`config.mk`:
```
export PLATFORM = sky130hd
export DESIGN_NAME = unix_seconds_to_calendar_core
export DESIGN_NICKNAME = d
export VERILOG_FILES = /design/src/hw/rtl/us2c_pkg.sv /design/src/hw/rtl/us2c_pipe_ctrl.sv /design/src/hw/rtl/us2c_day_split.sv /design/src/hw/rtl/us2c_tod_split.sv /design/src/hw/rtl/us2c_date_calc.sv /design/src/hw/rtl/unix_seconds_to_calendar_core.sv
export SDC_FILE = /design/constraint.sdc
export NUM_CORES = 2
export LEC_CHECK = 0
export BUFFER_PORTS_ARGS = -buffer_cell sky130_fd_sc_hd__clkbuf_2
export CAP_MARGIN = 20
export CORE_MARGIN = 2
export CORE_UTILIZATION = 43
export DETAILED_ROUTE_END_ITERATION = 7
export PLACE_DENSITY = 0.7
export SYNTH_ARGS = -nofsm -noshare
export SYNTH_HDL_FRONTEND = slang
export SYNTH_SLANG_ARGS = --single-unit
```
`constraint.sdc`:
```
create_clock -name clk -period 6 [get_ports clk]
set_input_delay 0.3 -clock clk [delete_from_list [all_inputs] [get_ports clk]]
set_output_delay 0.3 -clock clk [all_outputs]
set_load 0.05 [all_outputs]
```
`src/hw/rtl/us2c_pkg.sv`:
```
// shared types and constants for the unix seconds to calendar converter
package us2c_pkg;

	localparam int NSTAGE = 8;

	typedef struct packed {
		logic [NSTAGE-1:0] en;
	} us2c_ctrl_t;

	localparam logic [25:0] RECIP_675   = 26'd50903317;
	localparam logic [16:0] SECS_DAY    = 17'd86400;
	localparam logic [17:0] DAYS_SHIFT  = 18'd135080;
	localparam logic [17:0] DAYS_400Y   = 18'd146097;
	localparam logic [16:0] RECIP_7     = 17'd74899;
	localparam logic [15:0] WDAY_OFFS   = 16'd4;
	localparam logic [17:0] DAYS_100Y   = 18'd36524;
	localparam logic [16:0] RECIP_1461  = 17'd91868;
	localparam logic [10:0] DAYS_4Y     = 11'd1461;
	localparam logic [10:0] DAYS_1Y     = 11'd365;
	localparam logic [13:0] RECIP_225   = 14'd9321;
	localparam logic [11:0] SECS_HOUR   = 12'd3600;
	localparam logic [10:0] RECIP_15    = 11'd1093;
	localparam logic [11:0] SECS_MIN    = 12'd60;
	localparam logic [5:0]  QUAD_MAX    = 6'd24;
	localparam logic [8:0]  JAN_FEB     = 9'd59;

	localparam logic [8:0] MONTH_START [12] = '{
		9'd0, 9'd31, 9'd61, 9'd92, 9'd122, 9'd153,
		9'd184, 9'd214, 9'd245, 9'd275, 9'd306, 9'd337
	};

endpackage

```
`src/hw/rtl/us2c_pipe_ctrl.sv`:
```
// valid bits and per-stage enables of the conversion pipeline
module us2c_pipe_ctrl (
	input  logic               clk,
	input  logic               arst_n,
	input  logic               in_valid,
	output logic               in_ready,
	output logic               out_valid,
	input  logic               out_ready,
	output us2c_pkg::us2c_ctrl_t ctrl
);
	import us2c_pkg::*;

	logic [NSTAGE-1:0] stage_vld_q;
	logic [NSTAGE-1:0] en;

	always_comb begin
		en[NSTAGE-1] = !stage_vld_q[NSTAGE-1] || out_ready;
		for (int k = NSTAGE-2; k >= 0; k--) begin
			en[k] = !stage_vld_q[k] || en[k+1];
		end
	end

	always_ff @(posedge clk or negedge arst_n) begin
		if (!arst_n) begin
			stage_vld_q <= '0;
		end else begin
			if (en[0]) stage_vld_q[0] <= in_valid;
			for (int k = 1; k < NSTAGE; k++) begin
				if (en[k]) stage_vld_q[k] <= stage_vld_q[k-1];
			end
		end
	end

	assign ctrl.en    = en;
	assign in_ready   = en[0];
	assign out_valid  = stage_vld_q[NSTAGE-1];

endmodule

```
`src/hw/rtl/us2c_day_split.sv`:
```
// split of the timestamp into whole days and seconds of the day
module us2c_day_split (
	input  logic                 clk,
	input  us2c_pkg::us2c_ctrl_t ctrl,
	input  logic [31:0]          unix_seconds,
	output logic [15:0]          days_s2,
	output logic [16:0]          tod_s2
);
	import us2c_pkg::*;

	logic [50:0] prod;
	logic [15:0] q_s1;
	logic [16:0] low_s1;
	logic [32:0] qmul;

	assign prod = 51'(unix_seconds[31:7]) * 51'(RECIP_675);
	assign qmul = 33'(q_s1) * 33'(SECS_DAY);

	always_ff @(posedge clk) begin
		if (ctrl.en[0]) begin
			q_s1   <= prod[50:35];
			low_s1 <= unix_seconds[16:0];
		end
		if (ctrl.en[1]) begin
			days_s2 <= q_s1;
			tod_s2  <= low_s1 - qmul[16:0];
		end
	end

endmodule

```
`src/hw/rtl/us2c_tod_split.sv`:
```
// hour, minute and second from the seconds of the day
module us2c_tod_split (
	input  logic                 clk,
	input  us2c_pkg::us2c_ctrl_t ctrl,
	input  logic [16:0]          tod_s2,
	output logic [4:0]           hour_s8,
	output logic [5:0]           minute_s8,
	output logic [5:0]           second_s8
);
	import us2c_pkg::*;

	logic [26:0] hprod;
	logic [20:0] mprod;
	logic [16:0] tod_s3;
	logic [4:0]  hour_s3, hour_s4, hour_s5, hour_s6, hour_s7;
	logic [16:0] hmul;
	logic [11:0] rs_s4, rs_s5;
	logic [5:0]  min_s5, min_s6, min_s7;
	logic [11:0] mmul;
	logic [5:0]  sec_s6, sec_s7;

	assign hprod = 27'(tod_s2[16:4]) * 27'(RECIP_225);
	assign hmul  = 17'(hour_s3) * 17'(SECS_HOUR);
	assign mprod = 21'(rs_s4[11:2]) * 21'(RECIP_15);
	assign mmul  = 12'(min_s5) * SECS_MIN;

	always_ff @(posedge clk) begin
		if (ctrl.en[2]) begin
			hour_s3 <= hprod[25:21];
			tod_s3  <= tod_s2;
		end
		if (ctrl.en[3]) begin
			hour_s4 <= hour_s3;
			rs_s4   <= 12'(tod_s3 - hmul);
		end
		if (ctrl.en[4]) begin
			hour_s5 <= hour_s4;
			rs_s5   <= rs_s4;
			min_s5  <= mprod[19:14];
		end
		if (ctrl.en[5]) begin
			hour_s6 <= hour_s5;
			min_s6  <= min_s5;
			sec_s6  <= 6'(rs_s5 - mmul);
		end
		if (ctrl.en[6]) begin
			hour_s7 <= hour_s6;
			min_s7  <= min_s6;
			sec_s7  <= sec_s6;
		end
		if (ctrl.en[7]) begin
			hour_s8   <= hour_s7;
			minute_s8 <= min_s7;
			second_s8 <= sec_s7;
		end
	end

endmodule

```
`src/hw/rtl/us2c_date_calc.sv`:
```
// calendar date, weekday and day of year from the day count
module us2c_date_calc (
	input  logic                 clk,
	input  us2c_pkg::us2c_ctrl_t ctrl,
	input  logic [15:0]          days_s2,
	output logic [7:0]           year_s8,
	output logic [3:0]           month_s8,
	output logic [4:0]           mday_s8,
	output logic [2:0]           wday_s8,
	output logic [8:0]           yday_s8
);
	import us2c_pkg::*;

	// stage 3
	logic [17:0] dshift;
	logic [15:0] wv;
	logic [32:0] wprod;
	logic [17:0] rem400_s3;
	logic        era_neg_s3;
	logic [15:0] wv_s3;
	logic [13:0] wq_s3;
	// stage 4
	logic [1:0]  cent;
	logic [17:0] cent_off;
	logic [16:0] wmul;
	logic [15:0] rem100_s4;
	logic [1:0]  cent_s4, cent_s5, cent_s6, cent_s7;
	logic        era_neg_s4, era_neg_s5, era_neg_s6, era_neg_s7;
	logic [2:0]  wday_s4, wday_s5, wday_s6, wday_s7;
	// stage 5
	logic [32:0] qprod;
	logic [5:0]  qraw;
	logic [15:0] rem100_s5;
	logic [4:0]  quad_s5, quad_s6, quad_s7;
	// stage 6
	logic [15:0] qmul;
	logic [10:0] rem4_s6;
	// stage 7
	logic [1:0]  yr;
	logic [10:0] ymul;
	logic [8:0]  rem_s7;
	logic [1:0]  yr_s7;
	logic        leap_s7;
	// stage 8
	logic [3:0]  midx;
	logic [3:0]  mon3;
	logic        wrap;
	logic [9:0]  yday_raw;
	logic [9:0]  ylen;
	logic [10:0] base;
	logic [10:0] years;

	assign dshift = 18'(days_s2) + DAYS_SHIFT;
	assign wv     = days_s2 + WDAY_OFFS;
	assign wprod  = 33'(wv) * 33'(RECIP_7);

	always_comb begin
		if (rem400_s3 >= 18'(3) * DAYS_100Y) begin
			cent = 2'd3;
		end else if (rem400_s3 >= 18'(2) * DAYS_100Y) begin
			cent = 2'd2;
		end else if (rem400_s3 >= DAYS_100Y) begin
			cent = 2'd1;
		end else begin
			cent = 2'd0;
		end
		cent_off = 18'(cent) * DAYS_100Y;
	end
	assign wmul = 17'(wq_s3) * 17'd7;

	assign qprod = 33'(rem100_s4) * 33'(RECIP_1461);
	assign qraw  = qprod[32:27];

	assign qmul = 16'(quad_s5) * 16'(DAYS_4Y);

	always_comb begin
		if (rem4_s6 >= 11'(3) * DAYS_1Y) begin
			yr = 2'd3;
		end else if (rem4_s6 >= 11'(2) * DAYS_1Y) begin
			yr = 2'd2;
		end else if (rem4_s6 >= DAYS_1Y) begin
			yr = 2'd1;
		end else begin
			yr = 2'd0;
		end
		ymul = 11'(yr) * DAYS_1Y;
	end

	always_comb begin
		midx = 4'd0;
		for (int i = 1; i < 12; i++) begin
			if (rem_s7 >= MONTH_START[i]) midx = 4'(i);
		end
		wrap = (midx >= 4'd10);
		mon3 = wrap ? midx - 4'd9 : midx + 4'd3;
		ylen     = 10'(DAYS_1Y) + 10'(leap_s7);
		yday_raw = 10'(rem_s7) + 10'(JAN_FEB) + 10'(leap_s7);
		base = 11'(yr_s7) + 11'({quad_s7, 2'b00}) + 11'(cent_s7) * 11'd100
			+ 11'(wrap);
		years = era_neg_s7 ? base - 11'd400 : base;
	end

	always_ff @(posedge clk) begin
		if (ctrl.en[2]) begin
			era_neg_s3 <= (dshift < DAYS_400Y);
			rem400_s3  <= (dshift < DAYS_400Y) ? dshift : dshift - DAYS_400Y;
			wv_s3      <= wv;
			wq_s3      <= wprod[32:19];
		end
		if (ctrl.en[3]) begin
			cent_s4    <= cent;
			rem100_s4  <= 16'(rem400_s3 - cent_off);
			era_neg_s4 <= era_neg_s3;
			wday_s4    <= 3'(17'(wv_s3) - wmul);
		end
		if (ctrl.en[4]) begin
			quad_s5    <= (qraw > QUAD_MAX) ? QUAD_MAX[4:0] : qraw[4:0];
			rem100_s5  <= rem100_s4;
			cent_s5    <= cent_s4;
			era_neg_s5 <= era_neg_s4;
			wday_s5    <= wday_s4;
		end
		if (ctrl.en[5]) begin
			rem4_s6    <= 11'(rem100_s5 - qmul);
			quad_s6    <= quad_s5;
			cent_s6    <= cent_s5;
			era_neg_s6 <= era_neg_s5;
			wday_s6    <= wday_s5;
		end
		if (ctrl.en[6]) begin
			yr_s7      <= yr;
			rem_s7     <= 9'(rem4_s6 - ymul);
			leap_s7    <= (yr == 2'd0) && (quad_s6 != 5'd0 || cent_s6 == 2'd0);
			quad_s7    <= quad_s6;
			cent_s7    <= cent_s6;
			era_neg_s7 <= era_neg_s6;
			wday_s7    <= wday_s6;
		end
		if (ctrl.en[7]) begin
			year_s8  <= years[7:0];
			month_s8 <= mon3;
			mday_s8  <= 5'(rem_s7 - MONTH_START[midx] + 9'd1);
			wday_s8  <= wday_s7;
			yday_s8  <= (yday_raw >= ylen) ? 9'(yday_raw - ylen) : yday_raw[8:0];
		end
	end

endmodule

```
`src/hw/rtl/unix_seconds_to_calendar_core.sv`:
```
// top level of the unix seconds to utc calendar converter
// an accepted input beat passes through every pipeline stage, from the day split to the registered outputs
// throughput: one beat per cycle while out_ready is high; the constant-reciprocal multipliers are pipelined
// each stage stalls only when it holds a beat and the stage after it cannot take it
// reset clears the pipeline valid bits; data registers are not reset
module unix_seconds_to_calendar_core (
	input  logic              clk,
	input  logic              arst_n,
	input  logic              in_valid,
	output logic              in_ready,
	input  logic [31:0]       unix_seconds,
	output logic              out_valid,
	input  logic              out_ready,
	output logic signed [7:0] year_since_2000,
	output logic [3:0]        month_number,
	output logic [4:0]        day_of_month,
	output logic [4:0]        hour_of_day,
	output logic [5:0]        minute_of_hour,
	output logic [5:0]        second_of_minute,
	output logic [2:0]        weekday,
	output logic [8:0]        day_of_year
);
	import us2c_pkg::*;

	us2c_ctrl_t  ctrl;
	logic [15:0] days_s2;
	logic [16:0] tod_s2;
	logic [7:0]  year_s8;

	us2c_pipe_ctrl u_ctrl (
		.clk       (clk),
		.arst_n    (arst_n),
		.in_valid  (in_valid),
		.in_ready  (in_ready),
		.out_valid (out_valid),
		.out_ready (out_ready),
		.ctrl      (ctrl)
	);

	us2c_day_split u_day (
		.clk          (clk),
		.ctrl         (ctrl),
		.unix_seconds (unix_seconds),
		.days_s2      (days_s2),
		.tod_s2       (tod_s2)
	);

	us2c_tod_split u_tod (
		.clk       (clk),
		.ctrl      (ctrl),
		.tod_s2    (tod_s2),
		.hour_s8   (hour_of_day),
		.minute_s8 (minute_of_hour),
		.second_s8 (second_of_minute)
	);

	us2c_date_calc u_date (
		.clk      (clk),
		.ctrl     (ctrl),
		.days_s2  (days_s2),
		.year_s8  (year_s8),
		.month_s8 (month_number),
		.mday_s8  (day_of_month),
		.wday_s8  (weekday),
		.yday_s8  (day_of_year)
	);

	assign year_since_2000 = signed'(year_s8);

endmodule
```
==> metrics.md <==
| Metric | Value |
|---|---|
| Clock skew | approximately 0.022 ns |
| Iter 0 DRT Violations | slightly above 800 |
| Worst r2r src | u_date.rem100_s4[13] |
| DRT Pass-1 Iters | 5 |
| N_diodes | 0 |
| Die Y | 292 um |
| Share of cells above drive strength 1 | 0.132 |
| Yosys cell types | between 70 and 80 |
| Area grow syn2layout | 14.4% |
| FFs w/ async S/R, synth | 0.0251 |
| Buffers on Ports | 83 |
| Count leader, synth | inv_1 |
| # DRC | 0 |
| Synth area leaders | ha_1, edfxtp_1, fa_1, inv_1, xnor2_1 |
| CTS sink count | roughly 320 |
| Clk buf depth | 3 |
| Worst-skew pair later-pin latency | 0.56 ns |
| Initial core utilization | 0.434 |
| RR Endpoint | u_date.quad_s5[1] |
| Initial antenna violation count | 0 |
| Max Fanout on Critical Path | 4 |
| Via density | 4.78 |
| Antenna Nets Post-Route | 0 |
| Final Hold Fails | 0 |
| Synth Flop Type | edfxtp_1 |
| All-Layer GR Usage | 0.166 |
| Yosys top cell area share | 0.263 |
| Setup crit end | u_date.quad_s5[1] |
| Pre-CTS worst setup slack | -0.469 ns |
| Synthesized cell area | 35600 um2 |
| Critical Path RT | about 6.3 ns |
| Worst-Margin Slew | between 0.9 and 1 ns |
| IO Count | 84 |
| Ys Warns | 0 |
| EDFF count, synth | between 300 and 400 |
| Max-slew headroom | 0.360 |
| Cells after Synth | roughly 3200 |
| Vias in the first global route | 23300 |
| Status | finished, final reports clean |
| Grt total ovfl | 0 |
| Clock Tree Root | clkbuf_16 |
| Die ar. | roughly 85000 um2 |
| CP Launch Point | u_date.rem100_s4[13] |
| Minimum clock period | between 5 and 6 ns |
| CTS tree | done |
| Layout Nets | 4721 |
| HPWL after detailed placement | between 50 and 60 mm |
| WP data arrival | between 6 and 7 ns |
| Largest net degree at the start of global routing | between 40 and 50 |
| Fmax | around 170 MHz |
| DRT Wirelength | just under 70 mm |
| Worst setup EP type | register |
| Slew Viols, Final | 0 |
| Core box area | 82100 um2 |
| CTS buffer count | 35 |
| Met2 routed wirelength | roughly 35 mm |
| Worst reg2reg path depth | 24 |
| Final-layout fill cell count | just over 7000 |
| First-pass GRT wire length | roughly 110 mm |
| Chip width | ~290 um |
| Sequential area share after synthesis | 0.268 |
| RSZ-0062 raised after global routing | true |
| Max-capacitance violation count | 0 |
| Cell Rows | 105 |
| Top Metal Used | met4 |
| Critical path type | reg2reg |
| Routed metal-1 wirelength | about 30 mm |
| Largest area contributor in the netlist | ha_1 |
| Register bit count reported by yosys | approximately 320 |
| Net Count, Synth | 4377 |
| Avg WL per Cell | roughly 15 um |
| Synth cell count leaders | inv_1, ha_1, fa_1 |
| Final Cycle Share | 0.975 |
| CTS H-tree depth | 2 |
| Met3 routed wirelength | approximately 2.3 mm |
| Vias | 22200 |
| Critical Path Start Type | register |
| RD Place Congestion | between 0.9 and 1 |
| Clock transition at path regs | around 0.060 ns |
| Flop-to-flop setup slack | 0.15 ns |
| Setup violations, final | 0 |
| HP Class | in2async |
| Final setup margin | between 0.1 and 0.15 ns |
| Mapped Avg Cell Area | between 10 and 15 um2 |
logic make-up after synthesis:
logic type / count (synthesis) / synth area share
multiplexers: 3 / 0.000913
flip-flops: 319 / 0.268
AND/OR/NAND/NOR: 325 / 0.0450
adder cells (fa/ha/maj): 1135 / 0.480
AO/OA/AOI/OAI: 355 / 0.0653
buffers and inverters: 872 / 0.0925
XOR/XNOR: 197 / 0.0484
metrics by stage:
| stage | setup TNS, ns | cell area, um2 | instances | hold slack [ns] | utilization |
|---|---|---|---|---|---|
| 2_1_floorplan | 0 | 35600 | 3206 | 0.00441 | - |
| 3_3_place_gp | -3.41 | 39000 | 4562 | 0.188 | 0.475 |
| 3_5_place_dp | -4.69 | 39000 | 4562 | 0.189 | 0.475 |
| 4_1_cts | -0.00836 | 40300 | 4636 | 0.124 | 0.490 |
| 5_1_grt | -0.309 | 40700 | 4644 | 0.149 | 0.496 |
| 6_report | 0 | 40700 | 4644 | 0.165 | 0.496 |
registers in the layout (all words and copies together), names as in the netlist, 9 cells and up:
| name | count |
|---|---|
| u_date.rem_s7 | 9 |
| u_tod.tod_s3 | 12 |
| u_date.yday_s8 | 9 |
| u_tod.rs_s4 | 12 |
| u_day.days_s2 | 16 |
| u_date.rem400_s3 | 18 |
| u_date.rem100_s4 | 16 |
| u_day.low_s1 | 17 |
| u_date.rem4_s6 | 11 |
| u_day.tod_s2 | 17 |
| u_day.q_s1 | 16 |
| u_date.rem100_s5 | 11 |
critical path: stages, from the launching register on:
cell	delay, ns
edfxtp_1	0.39
inv_2	0.07
fa_1	0.53
inv_1	0.05
fa_1	0.49
inv_2	0.04
fa_1	0.51
inv_2	0.04
fa_2	0.53
inv_2	0.04
fa_1	0.49
inv_2	0.04
fa_1	0.49
ha_4	0.32
nand3_4	0.07
nor4_4	0.23
and3_4	0.25
o2111ai_4	0.13
nand3_2	0.11
o41ai_2	0.08
buf_4	0.16
nor4b_4	0.21
a211oi_2	0.08
buf_4	0.14
and2_4	0.13
layer usage:
layer  vias to the layer above  track usage
met3                        81       0.0208
li1                      11100            -
met4                         0       0.0309
met2                       297        0.304
met1                     10700        0.211
met5                         -            0
repair_timing:
action	CTS	global route
resized for setup	10	84
cloned	0	0
hold buffers	9	0
pin swaps	6	49
hold endpoints to repair	16	0
setup endpoints to repair	6	14
setup buffers	4	10
cell usage in the layout, fill, tap and decap left out, types with 7 or more instances in the layout:
master	count
inv_1	837
ha_1	732
fa_1	380
edfxtp_1	311
buf_4	233
xnor2_1	132
a21oi_1	106
nor2_1	84
clkbuf_2	83
o21ai_0	68
nand2_1	68
xor2_1	62
a21o_1	56
clkbuf_16	35
nand2b_1	27
nor2b_1	24
nand3_1	23
o21bai_1	20
nor3_1	18
inv_2	14
o21a_1	12
ha_4	12
a31oi_1	10
and2_1	9
clkbuf_1	9
dlygate4sd3_1	9
and3_1	8
dfrtp_1	8
nor4_1	7
nand3_2	7
how the worst min path moves through the flow:
stage / depth (start not counted) / endpoint / startpoint / slack, ns
2_1_floorplan: 0 / u_ctrl.stage_vld_q[0] / arst_n / 0.004
3_3_place_gp: 1 / u_ctrl.stage_vld_q[7] / arst_n / 0.19
3_5_place_dp: 1 / u_ctrl.stage_vld_q[7] / arst_n / 0.19
4_1_cts: 1 / u_day.low_s1[10] / unix_seconds[10] / 0.12
5_1_grt: 1 / u_day.low_s1[10] / unix_seconds[10] / 0.15
6_report: 2 / u_ctrl.stage_vld_q[0] / arst_n / 0.17
area by class of cell:
cell class	instances	area [um2]	area share
clock buffers	44	910	0.0223
clock inverters	17	204	0.00501
inverters	851	3190	0.0784
multi-input cells	2015	23300	0.571
flip-flops and latches	319	9540	0.234
well taps	1070	1340	0.0329
repair buffers	328	2290	0.0562
Power is not shown: default switching activity piles up to over one toggle a cycle in this logic, so the estimate is an artifact.
